--- config.mk ---
export PLATFORM = sky130hd
export DESIGN_NAME = rgba4444_horizontal_scaler_top
export DESIGN_NICKNAME = d
export VERILOG_FILES = /design/src/rtl/core/rhs_pkg.sv /design/src/rtl/core/rhs_blend.sv /design/src/rtl/core/rhs_gate.sv /design/src/rtl/core/rgba4444_horizontal_scaler_top.sv
export SDC_FILE = /design/constraint.sdc
export NUM_CORES = 1
export LEC_CHECK = 0
export BUFFER_PORTS_ARGS = -buffer_cell sky130_fd_sc_hd__buf_2
export CORE_ASPECT_RATIO = 0.8
export CORE_MARGIN = 1.5
export CORE_UTILIZATION = 30
export CTS_BUF_LIST = sky130_fd_sc_hd__clkbuf_8
export DETAILED_ROUTE_END_ITERATION = 10
export PLACE_DENSITY = 0.53
export SYNTH_ARGS = -nofsm -noshare
export SYNTH_HDL_FRONTEND = slang
export SYNTH_SLANG_ARGS = --single-unit
--- constraint.sdc ---
create_clock -name clock -period 7.6 [get_ports clock]
set_clock_uncertainty 0.15 [all_clocks]
set_input_delay 0 -clock clock [delete_from_list [all_inputs] [get_ports clock]]
set_output_delay 0 -clock clock [all_outputs]
set_load 0.005 [all_outputs]
--- src/rtl/core/rhs_pkg.sv ---
`timescale 1ns / 1ps
`default_nettype none
// ----------------------------------------------------------------------------
// RGBA4444 horizontal scaler package
// Shared field widths, payload structs, register indexes and sequencer states.
// ----------------------------------------------------------------------------
package rhs_pkg;

   // Field and datapath widths.
   localparam int PIX_W     = 16;
   localparam int STEP_W    = 20;
   localparam int WID_W     = 12;
   localparam int POS_W     = 20;
   localparam int FRAC_BITS = 8;
   localparam int CH_W      = 4;
   localparam int CH_COUNT  = PIX_W / CH_W;
   localparam int KEY_W     = POS_W - FRAC_BITS;

   // At most this many results come from one request.
   localparam int MAX_RESULTS = 34;
   localparam int RUN_W       = 6;

   // Saturation value of the position accumulator.
   localparam logic [POS_W-1:0] POS_MAX = {POS_W{1'b1}};

   // Configuration register indexes.
   localparam int CSR_IDX_W = 1;
   localparam logic [CSR_IDX_W-1:0] CSR_SCALE_STEP = 1'b0;
   localparam logic [CSR_IDX_W-1:0] CSR_OUT_WIDTH  = 1'b1;

   // Register reset values.
   localparam logic [STEP_W-1:0] STEP_RESET  = 20'd256;
   localparam logic [WID_W-1:0]  WIDTH_RESET = 12'd1;

   // Input request payload.
   typedef struct packed {
      logic [PIX_W-1:0] pixel_in;
      logic             last_in_row;
   } rhs_req_type;

   // Result payload.
   typedef struct packed {
      logic [PIX_W-1:0] pixel_out;
      logic             last_of_run;
      logic             row_done;
      logic             bad_step;
   } rhs_rsp_type;

   // Sequencer states.
   typedef enum logic {
      RHS_IDLE,
      RHS_RUN
   } rhs_state_type;

endpackage
`default_nettype wire

--- src/rtl/core/rhs_blend.sv ---
`timescale 1ns / 1ps
`default_nettype none
// ----------------------------------------------------------------------------
// RGBA4444 blend unit
// Weights the left and right pixels by the 8-bit fraction, channel by channel.
// ----------------------------------------------------------------------------
module rhs_blend
   import rhs_pkg::*;
(
   input  wire logic [PIX_W-1:0]     left_pixel,
   input  wire logic [PIX_W-1:0]     right_pixel,
   input  wire logic [FRAC_BITS-1:0] frac,
   output logic [PIX_W-1:0]          blend_pixel
);

   localparam int WT_W  = FRAC_BITS + 1;
   localparam int SUM_W = CH_W + WT_W;

   logic [WT_W-1:0] left_weight;
   logic [WT_W-1:0] right_weight;

   // A zero fraction gives the full weight to the left pixel, which is a copy.
   assign left_weight  = WT_W'(1 << FRAC_BITS) - WT_W'(frac);
   assign right_weight = WT_W'(frac);

   // Each channel is an independent weighted sum, truncated to 4 bits.
   always_comb begin
      logic [SUM_W-1:0] sum;
      blend_pixel = '0;
      for (int ch = 0; ch < CH_COUNT; ch++) begin
         sum = SUM_W'(left_pixel[ch*CH_W +: CH_W]) * SUM_W'(left_weight)
             + SUM_W'(right_pixel[ch*CH_W +: CH_W]) * SUM_W'(right_weight);
         blend_pixel[ch*CH_W +: CH_W] = sum[FRAC_BITS +: CH_W];
      end
   end

endmodule
`default_nettype wire

--- src/rtl/core/rhs_gate.sv ---
`timescale 1ns / 1ps
`default_nettype none
// ----------------------------------------------------------------------------
// Output gate
// Decides whether the output at a given position can be produced now.
// ----------------------------------------------------------------------------
module rhs_gate
   import rhs_pkg::*;
#(
   parameter int IDX_W = 11
) (
   input  wire logic [POS_W-1:0] position,
   input  wire logic [WID_W-1:0] count,
   input  wire logic [RUN_W-1:0] run_count,
   input  wire logic [IDX_W-1:0] source_index,
   input  wire logic             row_last,
   input  wire logic [WID_W-1:0] out_width,
   output logic                  go
);

   localparam int CMP_W = ((IDX_W > KEY_W) ? IDX_W : KEY_W) + 1;

   logic [CMP_W-1:0] key;
   logic [CMP_W-1:0] index;
   logic             frac_zero;
   logic             sources_in;

   assign key       = CMP_W'(position[POS_W-1:FRAC_BITS]);
   assign index     = CMP_W'(source_index);
   assign frac_zero = (position[FRAC_BITS-1:0] == '0);

   // Both source pixels must have arrived, unless the row is ending.
   assign sources_in = row_last || (frac_zero ? (key <= index) : (key < index));

   assign go = (count < out_width) && (run_count < RUN_W'(MAX_RESULTS)) && sources_in;

endmodule
`default_nettype wire

--- src/rtl/core/rgba4444_horizontal_scaler_top.sv ---
`timescale 1ns / 1ps
`default_nettype none
// ----------------------------------------------------------------------------
// RGBA4444 horizontal scaler
// Scales a row of RGBA4444 pixels by linear interpolation with 8 fraction bits.
// ----------------------------------------------------------------------------
// A request is accepted in the idle state and then produces its results one by
// one in the run state (it still passes through the run state when it produces
// none); req_ready is low until the sequencer returns to idle. The single blend
// unit produces one output pixel per cycle under the sequencer while the result
// side keeps up.
// A held result stalls the sequencer only, and up to 34 results follow one
// request. Configuration must be written only while the block is idle; the block itself does not enforce this.
// ----------------------------------------------------------------------------
module rgba4444_horizontal_scaler_top
   import rhs_pkg::*;
#(
   parameter int MAX_WIDTH   = 2048,
   parameter int MAX_UPSCALE = 16
) (
   input  wire logic                 clock,
   input  wire logic                 reset,
   input  wire logic                 req_valid,
   output logic                      req_ready,
   input  wire rhs_req_type          req_payload,
   output logic                      rsp_valid,
   input  wire logic                 rsp_ready,
   output rhs_rsp_type               rsp_payload,
   input  wire logic                 csr_write_enable,
   input  wire logic [CSR_IDX_W-1:0] csr_index,
   input  wire logic [STEP_W-1:0]    csr_write_data
);

   localparam int IDX_W = $clog2(MAX_WIDTH);
   localparam int CMP_W = ((IDX_W > KEY_W) ? IDX_W : KEY_W) + 1;
   localparam logic [STEP_W-1:0] MIN_STEP = STEP_W'((1 << FRAC_BITS) / MAX_UPSCALE);
   localparam logic [IDX_W-1:0]  IDX_MAX  = IDX_W'(MAX_WIDTH - 1);

   rhs_state_type     state_ff, state_in;
   logic [STEP_W-1:0] step_ff, step_in;
   logic [WID_W-1:0]  width_ff, width_in;
   logic [PIX_W-1:0]  prev_ff, prev_in;
   logic [IDX_W-1:0]  idx_ff, idx_in;
   logic [POS_W-1:0]  pos_ff, pos_in;
   logic [WID_W-1:0]  cnt_ff, cnt_in;
   logic [RUN_W-1:0]  run_ff, run_in;
   logic [PIX_W-1:0]  cur_ff, cur_in;
   logic              last_ff, last_in;
   logic              rsp_valid_ff, rsp_valid_in;
   rhs_rsp_type       rsp_payload_ff, rsp_payload_in;

   logic              accept;
   logic              bad;
   logic [STEP_W-1:0] step_eff;
   logic [POS_W:0]    pos_sum;
   logic [POS_W-1:0]  pos_next;
   logic [WID_W-1:0]  cnt_next;
   logic [RUN_W-1:0]  run_next;
   logic              go_now;
   logic              go_ahead;
   logic              slot_free;
   logic              emit;
   logic              finish;
   logic [CMP_W-1:0]  key_plus;
   logic [PIX_W-1:0]  left_pixel;
   logic [PIX_W-1:0]  blend_pixel;

   // Step clamping at the upscale limit.
   assign bad      = (step_ff < MIN_STEP);
   assign step_eff = bad ? MIN_STEP : step_ff;

   // Position, count and run advance for the next output.
   assign pos_sum  = {1'b0, pos_ff} + {1'b0, step_eff};
   assign pos_next = pos_sum[POS_W] ? POS_MAX : pos_sum[POS_W-1:0];
   assign cnt_next = cnt_ff + WID_W'(1);
   assign run_next = run_ff + RUN_W'(1);

   // Gate for the current output.
   rhs_gate #(
      .IDX_W (IDX_W)
   ) u_gate_now (
      .position     (pos_ff),
      .count        (cnt_ff),
      .run_count    (run_ff),
      .source_index (idx_ff),
      .row_last     (last_ff),
      .out_width    (width_ff),
      .go           (go_now)
   );

   // Gate for the output after it, which decides the end-of-run flag.
   rhs_gate #(
      .IDX_W (IDX_W)
   ) u_gate_ahead (
      .position     (pos_next),
      .count        (cnt_next),
      .run_count    (run_next),
      .source_index (idx_ff),
      .row_last     (last_ff),
      .out_width    (width_ff),
      .go           (go_ahead)
   );

   // The left pixel is the previous one when it sits just behind the newest.
   assign key_plus   = CMP_W'(pos_ff[POS_W-1:FRAC_BITS]) + CMP_W'(1);
   assign left_pixel = (key_plus == CMP_W'(idx_ff)) ? prev_ff : cur_ff;

   // Shared blend unit.
   rhs_blend u_blend (
      .left_pixel  (left_pixel),
      .right_pixel (cur_ff),
      .frac        (pos_ff[FRAC_BITS-1:0]),
      .blend_pixel (blend_pixel)
   );

   // Handshake and sequencing conditions.
   assign accept    = req_valid && req_ready;
   assign slot_free = !rsp_valid_ff || rsp_ready;
   assign emit      = (state_ff == RHS_RUN) && go_now && slot_free;
   assign finish    = (state_ff == RHS_RUN) && (!go_now || (slot_free && !go_ahead));

   // Next state.
   always_comb begin
      state_in = state_ff;
      case (state_ff)
         RHS_IDLE: begin
            if (accept) begin
               state_in = RHS_RUN;
            end
         end
         RHS_RUN: begin
            if (finish) begin
               state_in = RHS_IDLE;
            end
         end
         default: begin
            state_in = RHS_IDLE;
         end
      endcase
   end

   // Sequencer outputs.
   always_comb begin
      case (state_ff)
         RHS_IDLE: req_ready = 1'b1;
         RHS_RUN:  req_ready = 1'b0;
         default:  req_ready = 1'b0;
      endcase
   end

   // Configuration registers.
   always_comb begin
      step_in  = step_ff;
      width_in = width_ff;
      if (csr_write_enable) begin
         case (csr_index)
            CSR_SCALE_STEP: step_in  = csr_write_data;
            CSR_OUT_WIDTH:  width_in = csr_write_data[WID_W-1:0];
            default: begin
               step_in  = step_ff;
               width_in = width_ff;
            end
         endcase
      end
   end

   // Request capture, row state and result register.
   always_comb begin
      cur_in         = cur_ff;
      last_in        = last_ff;
      run_in         = run_ff;
      prev_in        = prev_ff;
      idx_in         = idx_ff;
      pos_in         = pos_ff;
      cnt_in         = cnt_ff;
      rsp_valid_in   = rsp_valid_ff;
      rsp_payload_in = rsp_payload_ff;

      if (accept) begin
         cur_in  = req_payload.pixel_in;
         last_in = req_payload.last_in_row;
         run_in  = '0;
      end

      if (rsp_ready) begin
         rsp_valid_in = 1'b0;
      end

      if (emit) begin
         rsp_valid_in               = 1'b1;
         rsp_payload_in.pixel_out   = blend_pixel;
         rsp_payload_in.last_of_run = !go_ahead;
         rsp_payload_in.row_done    = (cnt_next >= width_ff) || (last_ff && !go_ahead);
         rsp_payload_in.bad_step    = bad;
         pos_in                     = pos_next;
         cnt_in                     = cnt_next;
         run_in                     = run_next;
      end

      // End of request: the row state moves on or returns to the row start.
      if (finish) begin
         prev_in = cur_ff;
         if (last_ff) begin
            idx_in = '0;
            pos_in = '0;
            cnt_in = '0;
         end else if (idx_ff < IDX_MAX) begin
            idx_in = idx_ff + IDX_W'(1);
         end
      end
   end

   // Control and row state registers.
   always_ff @(posedge clock) begin
      if (reset) begin
         state_ff     <= RHS_IDLE;
         step_ff      <= STEP_RESET;
         width_ff     <= WIDTH_RESET;
         prev_ff      <= '0;
         idx_ff       <= '0;
         pos_ff       <= '0;
         cnt_ff       <= '0;
         run_ff       <= '0;
         last_ff      <= 1'b0;
         rsp_valid_ff <= 1'b0;
      end else begin
         state_ff     <= state_in;
         step_ff      <= step_in;
         width_ff     <= width_in;
         prev_ff      <= prev_in;
         idx_ff       <= idx_in;
         pos_ff       <= pos_in;
         cnt_ff       <= cnt_in;
         run_ff       <= run_in;
         last_ff      <= last_in;
         rsp_valid_ff <= rsp_valid_in;
      end
   end

   // Payload registers.
   always_ff @(posedge clock) begin
      cur_ff         <= cur_in;
      rsp_payload_ff <= rsp_payload_in;
   end

   assign rsp_valid   = rsp_valid_ff;
   assign rsp_payload = rsp_payload_ff;

   // An accepted request lowers req_ready in the following cycle.
   assert property (@(posedge clock) disable iff (reset)
      (req_valid && req_ready) |=> !req_ready)
      else $error("request accepted but sequencer stayed idle");

   // No request gives more results than the run limit.
   assert property (@(posedge clock) disable iff (reset)
      run_ff <= RUN_W'(MAX_RESULTS))
      else $error("result run exceeded its limit");

   // A shown result carries the step flag of the current configuration.
   assert property (@(posedge clock) disable iff (reset)
      rsp_valid |-> (rsp_payload.bad_step == bad))
      else $error("bad_step does not match the configured step");

   // A result is produced only while the block is working on a request.
   assert property (@(posedge clock) disable iff (reset)
      (rsp_valid && !$past(rsp_valid)) |-> $past(state_ff == RHS_RUN))
      else $error("result appeared outside a request");

endmodule
`default_nettype wire

Word level (Yosys, flattened, before mapping)
Cells that the tools add are included.
{"block": "word_totals", "in_bits": 43, "out_inout_bits": 21, "ff_bits": 135, "wordCells": 94}
{"block": "op_classes", "bitwise_logic": 2, "multipliers": 8, "addsub": 10, "n_eq_ne": 1, "magnitude_cmp": 11, "n_reduce_logical": 26, "muxes": 21}
{"cell": "$mux W20", "n": 5}
{"cell": "$add A12 B12 Y12", "n": 4}
{"cell": "$mul A4 B8 Y12", "n": 4}
{"cell": "$mul A4 B9 Y12", "n": 4}
{"cell": "$mux W12", "n": 3}
{"cell": "$le A12 B11 Y1", "n": 2}
{"cell": "$lt A12 B11 Y1", "n": 2}
{"cell": "$lt A12 B12 Y1", "n": 2}
{"cell": "$mux W11", "n": 2}
{"cell": "$add A20 B20 Y21", "n": 1}
{"cell": "$lt A20 B5 Y1 const B", "n": 1}
{"cell": "$logic_not A8 Y1", "n": 2}
{"cell": "$mux W16", "n": 1}
{"cell": "$add A12 B1 Y13 const B", "n": 1}
{"cell": "$eq A13 B11 Y1", "n": 1}
{"cell": "$add A12 B1 Y12 const B", "n": 1}
{"cell": "$ge A12 B12 Y1", "n": 1}
{"cell": "$lt A6 B6 Y1 const B", "n": 2}
{"cell": "$mux W6", "n": 2}
{"cell": "$add A11 B1 Y11 const B", "n": 1}
{"cell": "$lt A11 B11 Y1 const B", "n": 1}
{"cell": "$logic_and A1 B1 Y1", "n": 10}
{"cell": "$sub A9 B8 Y9 const A", "n": 1}
{"cell": "$add A6 B1 Y6 const B", "n": 1}
{"cell": "7 further kinds", "n": 24}

Depth between registers and ports, before layout
Gate-level depths: netlist (run 1).
{"block": "depth", "ltp_word": 14, "ltp_mapped": 25, "ltp_nobuf": 24}

Hierarchy
From an unflattened synthesis (run 1), not the netlist that was laid out.
{"block": "hier_totals", "hier_cells": 1883, "area_unflattened_um2": 16062.9}
{"module": "rhs_blend", "seq_area_each_um2": 0.0, "cells_per_inst": 903, "area_per_inst_um2": 7742.4, "n_inst": 1}
{"module": "rgba4444_horizontal_scaler_top", "seq_area_each_um2": 3052.9, "cells_per_inst": 820, "area_per_inst_um2": 7126.8, "n_inst": 1}
{"module": "rhs_gate", "seq_area_each_um2": 0.0, "cells_per_inst": 80, "area_per_inst_um2": 596.8, "n_inst": 2}

Least setup slack after synthesis (run 1)
OpenSTA, ideal clock, no wires.
{"block": "synth_timing", "path_kind": "reg2reg", "start": "register pos_ff[8]", "end": "register rsp_payload_ff (netlist bit rsp_payload[13]) (data pin)", "stages_incl_launch_ff": 25, "period_less_slack_ns": 6.657, "arrival_time_ns": 6.249, "setup_time_ns": 0.258, "path_slack_ns": 0.943, "t_required_ns": 7.192, "path_buffers": 1, "cell_sequence": "dfxtp_1 -> ha_1 -> xor2_1 -> nor3_1 -> o21ai_0 -> a2111o_1 -> nor4_4 -> buf_6 -> mux2i_1 -> nor2_1 -> fa_1 -> inv_1 -> fa_1 -> fa_1 -> inv_1 -> fa_1 -> ha_1 -> a21oi_1 -> nor2b_1 -> a2111oi_0 -> nor3b_1 -> a21oi_1 -> a21o_1 -> a21oi_1 -> xnor2_1"}
{"block": "synth_via", "elab_chain_cells": 5}
{"item": "from (decl)", "line_no": "rgba4444_horizontal_scaler_top.sv:44", "source": "logic [POS_W-1:0] pos_ff, pos_in;"}
{"item": "from (signal assigned)", "line_no": "rgba4444_horizontal_scaler_top.sv:232", "source": "pos_ff <= pos_in;"}
{"item": "$add A12 B1 Y13", "line_no": "rgba4444_horizontal_scaler_top.sv:105", "source": "assign key_plus = CMP_W'(pos_ff[POS_W-1:FRAC_BITS]) + CMP_W'(1);"}
{"item": "$eq A13 B11 Y1", "line_no": "rgba4444_horizontal_scaler_top.sv:106", "source": "assign left_pixel = (key_plus == CMP_W'(idx_ff)) ? prev_ff : cur_ff;"}
{"item": "$mux W16", "line_no": "rgba4444_horizontal_scaler_top.sv:106"}
{"item": "$mul A4 B9 Y12", "line_no": "rhs_blend.sv:31", "source": "sum = SUM_W'(left_pixel[ch*CH_W +: CH_W]) * SUM_W'(left_weight)"}
{"item": "$add A12 B12 Y12", "line_no": "rhs_blend.sv:32", "source": "+ SUM_W'(right_pixel[ch*CH_W +: CH_W]) * SUM_W'(right_weight);"}
{"item": "via blend_pixel[10]", "line_no": "rgba4444_horizontal_scaler_top.sv:66", "source": "logic [PIX_W-1:0] blend_pixel;"}
{"item": "to (signal assigned)", "line_no": "rgba4444_horizontal_scaler_top.sv:243", "source": "rsp_payload_ff <= rsp_payload_in;"}
{"item": "to (decl)", "line_no": "rgba4444_horizontal_scaler_top.sv:50", "source": "rhs_rsp_type rsp_payload_ff, rsp_payload_in;"}
The timed path passes the listed nets, and every way through them passes these cells.
A chain may end at the register's enable or synchronous reset.

Worst setup path after layout (run 1)
{"block": "layout_timing", "start": "register step_ff[14]", "end": "register state_ff"}
{"block": "layout_via", "elab_chain_cells": 14, "elab_cells_between_ends": 16, "classes_between": "1 x add/sub; 3 x order compare; 5 x mux; 7 x reduce/logical"}
{"item": "from (decl)", "line_no": "rgba4444_horizontal_scaler_top.sv:40", "source": "logic [STEP_W-1:0] step_ff, step_in;"}
{"item": "from (signal assigned)", "line_no": "rgba4444_horizontal_scaler_top.sv:228", "source": "step_ff <= step_in;"}
{"item": "$lt A20 B5 Y1", "line_no": "rgba4444_horizontal_scaler_top.sv:69", "source": "assign bad = (step_ff < MIN_STEP);"}
{"item": "$mux W20 *", "line_no": "rgba4444_horizontal_scaler_top.sv:70", "source": "assign step_eff = bad ? MIN_STEP : step_ff;"}
{"item": "$add A20 B20 Y21 *", "line_no": "rgba4444_horizontal_scaler_top.sv:73", "source": "assign pos_sum = {1'b0, pos_ff} + {1'b0, step_eff};"}
{"item": "$mux W20 *", "line_no": "rgba4444_horizontal_scaler_top.sv:74", "source": "assign pos_next = pos_sum[POS_W] ? POS_MAX : pos_sum[POS_W-1:0];"}
{"item": "$lt A12 B11 Y1, or another cell as far along", "line_no": "rhs_gate.sv:33", "source": "assign sources_in = row_last || (frac_zero ? (key <= index) : (key < index));"}
{"item": "$mux W1 *", "line_no": "rhs_gate.sv:33"}
{"item": "$logic_or A1 B1 Y1 *", "line_no": "rhs_gate.sv:33"}
{"item": "$logic_and A1 B1 Y1 *", "line_no": "rhs_gate.sv:35", "source": "assign go = (count < out_width) && (run_count < RUN_W'(MAX_RESULTS)) && sources_in;"}
{"item": "$logic_not A1 Y1 *", "line_no": "rgba4444_horizontal_scaler_top.sv:120", "source": "assign finish = (state_ff == RHS_RUN) && (!go_now || (slot_free && !go_ahead));"}
{"item": "$logic_and A1 B1 Y1 *", "line_no": "rgba4444_horizontal_scaler_top.sv:120"}
{"item": "$logic_or A1 B1 Y1 *", "line_no": "rgba4444_horizontal_scaler_top.sv:120"}
{"item": "$logic_and A1 B1 Y1 *", "line_no": "rgba4444_horizontal_scaler_top.sv:120"}
{"item": "$mux W1 *", "line_no": "rgba4444_horizontal_scaler_top.sv:132", "source": "if (finish) begin"}
{"item": "$pmux W1 S2 *", "line_no": "rgba4444_horizontal_scaler_top.sv:125", "source": "case (state_ff)"}
{"item": "to (signal assigned)", "line_no": "rgba4444_horizontal_scaler_top.sv:227", "source": "state_ff <= state_in;"}
{"item": "to (decl)", "line_no": "rgba4444_horizontal_scaler_top.sv:39", "source": "rhs_state_type state_ff, state_in;"}
Mark *: on every way between the ends. The rest lies on a longest branch, timed or not.

==> results of run 1 <==
==> cell usage in the layout, fill, tap and decap left out, drive strengths merged, types with 20 or more instances in the layout <==
cell / n
mux2i: 28
nand2: 249
xnor2: 49
nand2b: 20
inv: 215
ha: 151
nand3: 23
dlygate4sd3: 73
and2: 76
dfxtp: 100
nor3: 27
xor2: 34
a21oi: 95
nor2: 152
o21ai: 38
buf: 103
edfxtp: 35
fa: 173
==> synth_stat cells, types with 15 or more instances <==
| master | n | area share |
|---|---|---|
| nand2_1 | 249 | 0.062 |
| inv_1 | 203 | 0.051 |
| fa_1 | 173 | 0.23 |
| ha_1 | 151 | 0.13 |
| nor2_1 | 151 | 0.038 |
| dfxtp_1 | 100 | 0.13 |
| a21oi_1 | 95 | 0.032 |
| and2_1 | 76 | 0.032 |
| clkbuf_1 | 71 | 0.018 |
| xnor2_1 | 49 | 0.028 |
| o21ai_0 | 38 | 0.013 |
| edfxtp_1 | 35 | 0.070 |
| xor2_1 | 34 | 0.020 |
| mux2i_1 | 27 | 0.018 |
| nor3_1 | 27 | 0.0090 |
| nand3_1 | 23 | 0.0076 |
| nand2b_1 | 20 | 0.0083 |
| nand4_1 | 19 | 0.0079 |
| a21o_1 | 17 | 0.0085 |
| nor2b_1 | 15 | 0.0062 |
==> per-layer routing <==
metal | up-vias | GRT usage | share of wire
met1 | 6015 | 0.231 | 0.48
met4 | 0 | 0.0565 | 0.023
met3 | 48 | 0.0250 | 0.043
li1 | 5915 | - | -
met5 | - | 0 | 0
met2 | 242 | 0.268 | 0.45
==> state kept, by name (all words and copies together) (netlist names) <==
| signal | count |
|---|---|
| pos_ff | 20 |
| prev_ff | 16 |
| run_ff | 6 |
| rsp_payload | 19 |
| cnt_ff | 12 |
| last_ff | 1 |
| rsp_valid | 1 |
| idx_ff | 11 |
| cur_ff | 16 |
| step_ff | 20 |
| state_ff | 1 |
| width_ff | 12 |
==> worst max path at each step <==
stage,cells past startpoint,to,slack (ns)
after CTS,25,rsp_payload[13],0.41
after global placement,25,rsp_payload[13],0.40
after global routing,23,state_ff,0.03
after floorplan,24,rsp_payload[13],0.94
final,23,state_ff,0.54
after detailed placement,25,rsp_payload[13],0.43
==> final cells by class <==
| class | count | area [um^2] | share of cell area |
|---|---|---|---|
| multi-input combinational | 1312 | 10900 | 0.630 |
| sequential | 135 | 3050 | 0.176 |
| timing repair buffer | 176 | 1350 | 0.0777 |
| tap | 675 | 845 | 0.0488 |
| inverter | 205 | 769 | 0.0444 |
| clock buffer | 17 | 234 | 0.0135 |
| clock inverter | 15 | 153 | 0.00881 |
| antenna | 1 | 2.50 | 0.000144 |
==> through the flow <==
step	setup slack (ns)	hold WS [ns]
final	0.538	0.0459
after global routing	0.0328	0.0387
after CTS	0.408	0.00819
after detailed placement	0.434	0.0281
after global placement	0.396	0.0261
after floorplan	0.943	-0.0511
==> timing repair <==
| action | 4_1_cts | 5_1_grt |
|---|---|---|
| setup buffers | 0 | 1 |
| endpoints found under the setup margin | 0 | 4 |
| gates resized for setup | 0 | 1 |
| endpoints found under the hold margin | 69 | 0 |
| hold buffers | 73 | 0 |
==> kinds of logic (layout without fill, tap and decap cells) <==
family,Yosys count,after routing,share of synthesized area
AO/OA/AOI/OAI,229,229,0.0951
XOR/XNOR,83,83,0.0482
adder cells (fa/ha/maj),324,324,0.355
buffers and inverters,291,413,0.0741
flip-flops,135,135,0.202
multiplexers,36,36,0.0248
other,0,1,0
AND/OR/NAND/NOR,640,640,0.201
==> critical path, stage by stage (launching register included) <==
cell and delay, ns:
dfxtp_1 0.36, nor4_1 0.41, nand4_1 0.29, and2_1 0.27, ha_1 0.21, fa_1 0.40, a21oi_1 0.27, o211ai_1 0.21
a31oi_1 0.18, o21ai_0 0.25, a21o_1 0.25, a21oi_1 0.18, xor2_1 0.21, nand2_1 0.09, ha_1 0.30, nand4_1 0.08
or2_2 0.34, or4_1 0.51, nor4_1 0.23, and4_1 0.29, o221ai_1 0.21, a2111o_1 0.51, a221oi_1 0.24, dlygate4sd3_1 0.58
==> flow_metrics.py, run 1 <==
metrics = {
    "cells_and_area": {
        "stdcell_count": 2536,
        "layout-drive-gt1-share": 0.0828,
        "fin_nets": 2214,
        "area_delta_synth_final_pct": 14.8,
        "nFillCells": 5201,
        "finish.utilization": 0.349,
        "fin_area_um2": 17300,
    },
    "sta": {
        "worstMarginPinSlew_ns": 1.26,
        "timing.fmax_mhz": 142,
        "finalHoldViolations": 0,
        "rsz0062_at_grt": "false",
        "final.min_clock_period_ns": 7.06,
        "finalSetupViolCount": 0,
        "period_share": 0.929,
        "max_slew_margin": 0.158,
        "slew_violations": 0,
        "finalSetupTns_ns": 0,
    },
    "placement": {
        "placed_cells": 2429,
        "port_buffers": 63,
        "dpl_cell_area_um2": 16200,
        "dpl.hpwl_mm": 31.0,
        "gp_congestion": 0.880,
    },
    "cts": {
        "cts_buffer_depth": 2,
        "path_clk_slew_ns": 0.10,
        "numCtsBuffers": 17,
        "clk_latency_ns": 0.51,
        "h-tree-depth": 4,
        "clock-root-buffer": "clkbuf_8",
        "cts_tree": "built",
        "cts.sinks": 135,
    },
    "synth": {
        "netlist_area_um2": 15100,
        "synth_edf_count": 35,
        "yosysWarningCount": 0,
        "synth_flop_cell": "dfxtp_1",
        "ys_seq_elements": 135,
        "syn_inst": 1738,
        "synth.distinct_cells": 70,
        "syn_avg_cell_area_um2": 8.68,
        "ys_seq_area_frac": 0.202,
        "syn_nets": 2105,
        "ys_async_sr_fraction": 0,
    },
    "critical_path": {
        "startpoint": "step_ff[14]",
        "worst_setup_path_end_kind": "flop",
        "critPathRequiredTime_ns": 7.91,
        "crit_arrival_ns": 7.37,
        "rr_endpoint": "state_ff",
        "critical_path_class": "reg2reg",
        "regToRegStartpoint": "step_ff[14]",
        "reg2reg_slack_ns": 0.54,
        "r2r_cells": 23,
        "cp_max_fo": 6,
        "worst_setup_path_start_kind": "flop",
    },
    "grt": {
        "grtUsageTotal": 0.168,
        "grt_overflow": 0,
        "grt_pass1_vias": 12700,
        "grt_pass1_wl_mm": 67.6,
        "grt_max_degree": 66,
        "antenna_found_initial": 0,
    },
    "detailed_routing": {
        "antenna_left": 0,
        "routed_wl_mm": 41.1,
        "dr.pass1.iters": 5,
        "num_vias": 12200,
        "avgViaCountPerCell": 4.82,
        "drt_iter0_markers": 683,
        "drc_errors": 0,
        "wl_per_cell_um": 16.2,
    },
    "min_path": {
        "holdPathStages": 2,
        "holdCritPathClass": "in2reg",
        "worstHoldStart": "req_payload[9]",
        "worstHoldEndpoint": "cur_ff[8]",
    },
    "floorplan": {
        "core-area_um2": 49700,
        "io_pins": 64,
        "die-area_um2": 51600,
        "num_rows": 73,
        "die_w_um": 254,
        "die_y_um": 204,
        "initial_core_util": 0.304,
    },
    "flow_run": {
        "cap_violations": 0,
    },
    "run_status": {
        "status": "completed",
    },
}
Power of run 1 is not shown: default switching activity piles up to over one toggle a cycle in this logic, so the estimate is an artifact.
==> run 2: changes to the inputs <==
==> constraint.sdc (replaced) <==
create_clock -name clock -period 7.6 [get_ports clock]
set_clock_uncertainty 0.15 [all_clocks]
set_input_delay 1.14 -clock clock [delete_from_list [all_inputs] [get_ports clock]]
set_output_delay 1.14 -clock clock [all_outputs]
set_load 0.005 [all_outputs]
==> run 2 against run 1 <==
Net effect:
- wire length fell by 2.7%
- fmax rose by 0.22%
- core utilization fell by 1.5 points
- global-route usage fell by 0.41 points
- count of clock-buffer cells in the layout did not move
- hold slack improved by 0.27 ns
==> flow_metrics.py, run 2 (synthesis results as in run 1) <==
metrics = {
    "critical_path": {
        "cp_max_fo": 9,
        "critPathSlowestCell": "fa_1",
        "critPathRequiredTime_ns": 7.71,
        "worst_setup_path_start_kind": "flop",
        "regToRegStartpoint": "pos_ff[9]",
        "crit_arrival_ns": 7.16,
        "worst_setup_path_end_kind": "flop",
        "r2r_cells": 26,
        "rr_endpoint": "rsp_payload[13]",
        "critical_path_class": "reg2reg",
        "crit_path_max_incr_delay_ns": 0.54,
        "reg2reg_slack_ns": 0.55,
    },
    "min_path": {
        "holdCritPathClass": "reg2reg",
        "worstHoldStart": "step_ff[3]",
        "worstHoldEndpoint": "step_ff[3]",
        "holdPathStages": 2,
    },
    "cells_and_area": {
        "area_delta_synth_final_pct": 9.96,
        "final_common_cell": "nand2_1",
        "regArea_um2": 3050,
        "nFillCells": 5257,
        "multi_input_area_um2": 10900,
        "final_cell_mix": "nand2_1, inv_1, fa_1",
        "n_antenna_cell": 0,
        "fin_nets": 2141,
        "layout-drive-gt1-share": 0.0862,
    },
    "placement": {
        "gp_congestion": 0.880,
        "port_buffers": 63,
        "dpl.hpwl_mm": 31.0,
    },
    "cts": {
        "numCtsBuffers": 17,
        "cts.sinks": 135,
        "cts_tree": "built",
        "clock-root-buffer": "clkbuf_8",
        "cts_buffer_depth": 2,
        "h-tree-depth": 4,
        "path_clk_slew_ns": 0.10,
        "clk_latency_ns": 0.51,
    },
    "detailed_routing": {
        "avgViaCountPerCell": 4.84,
        "antenna_left": 0,
        "routed_wl_mm": 40.0,
        "num_vias": 11900,
        "drt_iter0_markers": 675,
        "drc_errors": 0,
        "dr.pass1.iters": 5,
        "wl_per_cell_um": 16.3,
    },
    "sta": {
        "finalHoldViolations": 0,
        "finalSetupViolCount": 0,
        "timing.fmax_mhz": 142,
        "rsz0062_at_grt": "false",
        "finalSetupTns_ns": 0,
        "final.min_clock_period_ns": 7.05,
        "max_slew_margin": 0.171,
        "worstMarginPinSlew_ns": 1.24,
        "slew_violations": 0,
        "period_share": 0.927,
    },
    "floorplan": {
        "die_w_um": 254,
        "die_y_um": 204,
        "core-area_um2": 49700,
        "io_pins": 64,
        "num_rows": 73,
        "initial_core_util": 0.304,
        "die-area_um2": 51600,
    },
    "grt": {
        "grt_overflow": 0,
        "grt_pass1_vias": 12300,
        "grt_pass1_wl_mm": 65.9,
        "antenna_found_initial": 0,
        "grtUsageTotal": 0.164,
        "grt_max_degree": 66,
    },
    "flow_run": {
        "cap_violations": 0,
    },
    "run_status": {
        "status": "completed",
    },
}
[run 2: layout make-up]
class                      count  area share
tap                          675      0.0509
clock inverter                15     0.00920
multi-input combinational   1312       0.658
inverter                     205      0.0464
clock buffer                  17      0.0141
timing repair buffer         103      0.0371
sequential                   135       0.184
[run 2: worst max path at each step]
stage              start         endpoint  slack, ns
6_report       pos_ff[9]  rsp_payload[13]       0.55
5_1_grt        pos_ff[9]  rsp_payload[13]       0.06
4_1_cts        pos_ff[8]  rsp_payload[13]       0.41
3_5_place_dp   pos_ff[8]  rsp_payload[13]       0.43
3_3_place_gp   pos_ff[8]  rsp_payload[13]       0.40
2_1_floorplan  pos_ff[8]  rsp_payload[13]       0.94
[run 2: critical path, delay by kind of cell, from the launching register on]
family | cells | cell delay [ns]
fa+ha+maj | 6 | 2.55
compound gates | 6 | 1.34
simple gates | 7 | 1.33
buf+inv | 5 | 0.68
flops | 1 | 0.44
mux | 1 | 0.20
xor+xnor | 1 | 0.08
[run 2: per-layer routing]
layer / part of all wire / global-route usage / wire (um) / vias to the layer above
met1: 0.49 / 0.229 / 19500 / 5878
li1: - / - / - / 5767
met5: 0 / 0 / 0 / -
met4: 0.024 / 0.0551 / 941 / 0
met3: 0.044 / 0.0241 / 1750 / 44
met2: 0.45 / 0.258 / 17800 / 218
[run 2: timing repair]
| action | CTS | global route |
|---|---|---|
| resized for setup | 0 | 1 |
| buffers inserted | 0 | 1 |
| hold endpoints to repair | 0 | 0 |
| setup endpoints to repair | 0 | 4 |
| hold buffers | 0 | 0 |
[run 2: through the flow]
stage	utilization	instances	setup slack [ns]	hold slack (ns)	instance area [um^2]
final	0.334	2462	0.554	0.311	16600
after global routing	0.334	2462	0.0588	0.335	16600
after CTS	0.334	2461	0.408	0.312	16600
after detailed placement	0.326	2429	0.434	0.300	16200
after global placement	0.326	2429	0.396	0.295	16200
after floorplan	-	1738	0.943	0.282	15100
Power of run 2 is left out for the same reason.
==> run 3: changes to the inputs <==
- RECOVER_POWER: default -> 100
==> run 3 against run 2 <==
Net effect:
- the flow now finishes with violations (capacitance limit, slew limit)
- wire length hardly changed
- first-iteration DRC count down 0.74%
- sequential share of layout area rose by 0.060 points
- setup slack worse by 0.10 ns
- flip-flop and latch count unchanged
- critical path type unchanged
- register-to-register slack got worse by 0.10 ns
- core utilization decreased by 0.11 points
- design area shrank 0.32%
- count of clock-buffer cells in the layout stayed put
- via count rose by 0.24%
- die area is the same
- cell count stayed put
==> flow_metrics.py, run 3 (synthesis results as in run 1) <==
metrics = {
    "cells_and_area": {
        "layout-drive-gt1-share": 0.0750,
        "multi_input_area_um2": 10900,
        "final_common_cell": "nand2_1",
        "n_antenna_cell": 0,
        "final_cell_mix": "nand2_1, inv_1, fa_1",
        "area_delta_synth_final_pct": 9.61,
        "regArea_um2": 3050,
        "nFillCells": 5273,
        "fin_nets": 2141,
    },
    "cts": {
        "cts_tree": "built",
        "clock-root-buffer": "clkbuf_8",
        "cts.sinks": 135,
        "cts_buffer_depth": 2,
        "h-tree-depth": 4,
        "clk_latency_ns": 0.51,
        "numCtsBuffers": 17,
        "path_clk_slew_ns": 0.10,
        "postCtsHoldBufs": 0,
    },
    "detailed_routing": {
        "avgViaCountPerCell": 4.85,
        "drt_iter0_markers": 670,
        "antenna_left": 0,
        "dr.pass1.iters": 5,
        "routed_wl_mm": 40.0,
        "drc_errors": 0,
        "wl_per_cell_um": 16.2,
        "num_vias": 11900,
    },
    "critical_path": {
        "critPathRequiredTime_ns": 7.85,
        "reg2reg_slack_ns": 0.45,
        "crit_arrival_ns": 7.40,
        "worst_setup_path_end_kind": "flop",
        "cp_max_fo": 30,
        "critical_path_class": "reg2reg",
        "worst_setup_path_start_kind": "flop",
    },
    "floorplan": {
        "die_y_um": 204,
        "initial_core_util": 0.304,
        "die_w_um": 254,
        "num_rows": 73,
        "die-area_um2": 51600,
        "io_pins": 64,
        "core-area_um2": 49700,
    },
    "flow_run": {
        "cap_violations": 2,
    },
    "sta": {
        "fin_ws_ns": 0.452,
        "timing.fmax_mhz": 140,
        "worstMarginPinSlew_ns": 3.19,
        "slew_violations": 76,
        "final.min_clock_period_ns": 7.15,
        "finalHoldViolations": 0,
        "period_share": 0.941,
        "finalSetupTns_ns": 0,
        "max_slew_margin": -1.13,
        "rsz0062_at_grt": "false",
        "finalSetupViolCount": 0,
    },
    "grt": {
        "antenna_found_initial": 0,
        "grt_pass1_vias": 12300,
        "grt_max_degree": 66,
        "grt_pass1_wl_mm": 65.9,
        "grt_overflow": 0,
        "grtUsageTotal": 0.164,
    },
    "placement": {
        "gp_congestion": 0.880,
        "dpl.hpwl_mm": 31.0,
        "pre_cts_ws_ns": 0.434,
        "port_buffers": 63,
    },
    "min_path": {
        "holdCritPathClass": "reg2reg",
    },
    "run_status": {
        "violations": "capacitance limit, slew limit",
        "status": "complete, but fails checks",
    },
}
run 3: cell count changes in the layout (fill, tap and decap cells not counted), sizes merged:
cell    before  now
buf        103   83
clkbuf      17   37
run 3: metal layers:
metal | track usage | routed length [um] | vias to the layer above
met5 | 0 | 0 | -
met2 | 0.258 | 17900 | 207
li1 | - | - | 5771
met4 | 0.0551 | 891 | 0
met1 | 0.229 | 19700 | 5916
met3 | 0.0241 | 1570 | 42
run 3: cell type report:
class / instances / share of cell area
clock inverter: 15 / 0.00923
tap: 675 / 0.0511
multi-input combinational: 1312 / 0.659
clock buffer: 17 / 0.0142
timing repair buffer: 103 / 0.0351
inverter: 205 / 0.0465
sequential: 135 / 0.185
run 3: final timing paths:
| path | from | end | cells after the start |
|---|---|---|---|
| worst min-delay path | step_ff[3] | step_ff[3] | 2 |
| worst min register to register | step_ff[3] | step_ff[3] | 2 |
| worst max register to register | pos_ff[0] | pos_ff[15] | 13 |
| worst max-delay path | pos_ff[0] | pos_ff[15] | 13 |
run 3: through the flow:
step | util | cell area, um^2 | hold slack [ns] | instances
2_1_floorplan | - | 15100 | 0.282 | 1738
3_3_place_gp | 0.326 | 16200 | 0.295 | 2429
3_5_place_dp | 0.326 | 16200 | 0.300 | 2429
4_1_cts | 0.334 | 16600 | 0.312 | 2461
5_1_grt | 0.333 | 16500 | 0.336 | 2462
6_report | 0.333 | 16500 | 0.309 | 2462
run 3: critical path, cell delays in order, from the launching register on:
cell and delay [ns]:
dfxtp_1 0.31, inv_1 0.32, ha_1 0.34, or3b_1 0.45, nor4b_1 1.95, a31oi_1 0.28, o41ai_1 0.27, nand4_1 0.24
nand2b_1 0.19, clkbuf_1 0.58, inv_2 0.83, clkbuf_2 0.73, nor2_1 0.08, a311oi_1 0.27
run 3: repair_timing:
| action | in CTS | in global routing |
|---|---|---|
| gates resized for setup | 0 | 1 |
| endpoints found under the setup margin | 0 | 4 |
| setup buffers | 0 | 1 |
Power of run 3 is left out for the same reason.
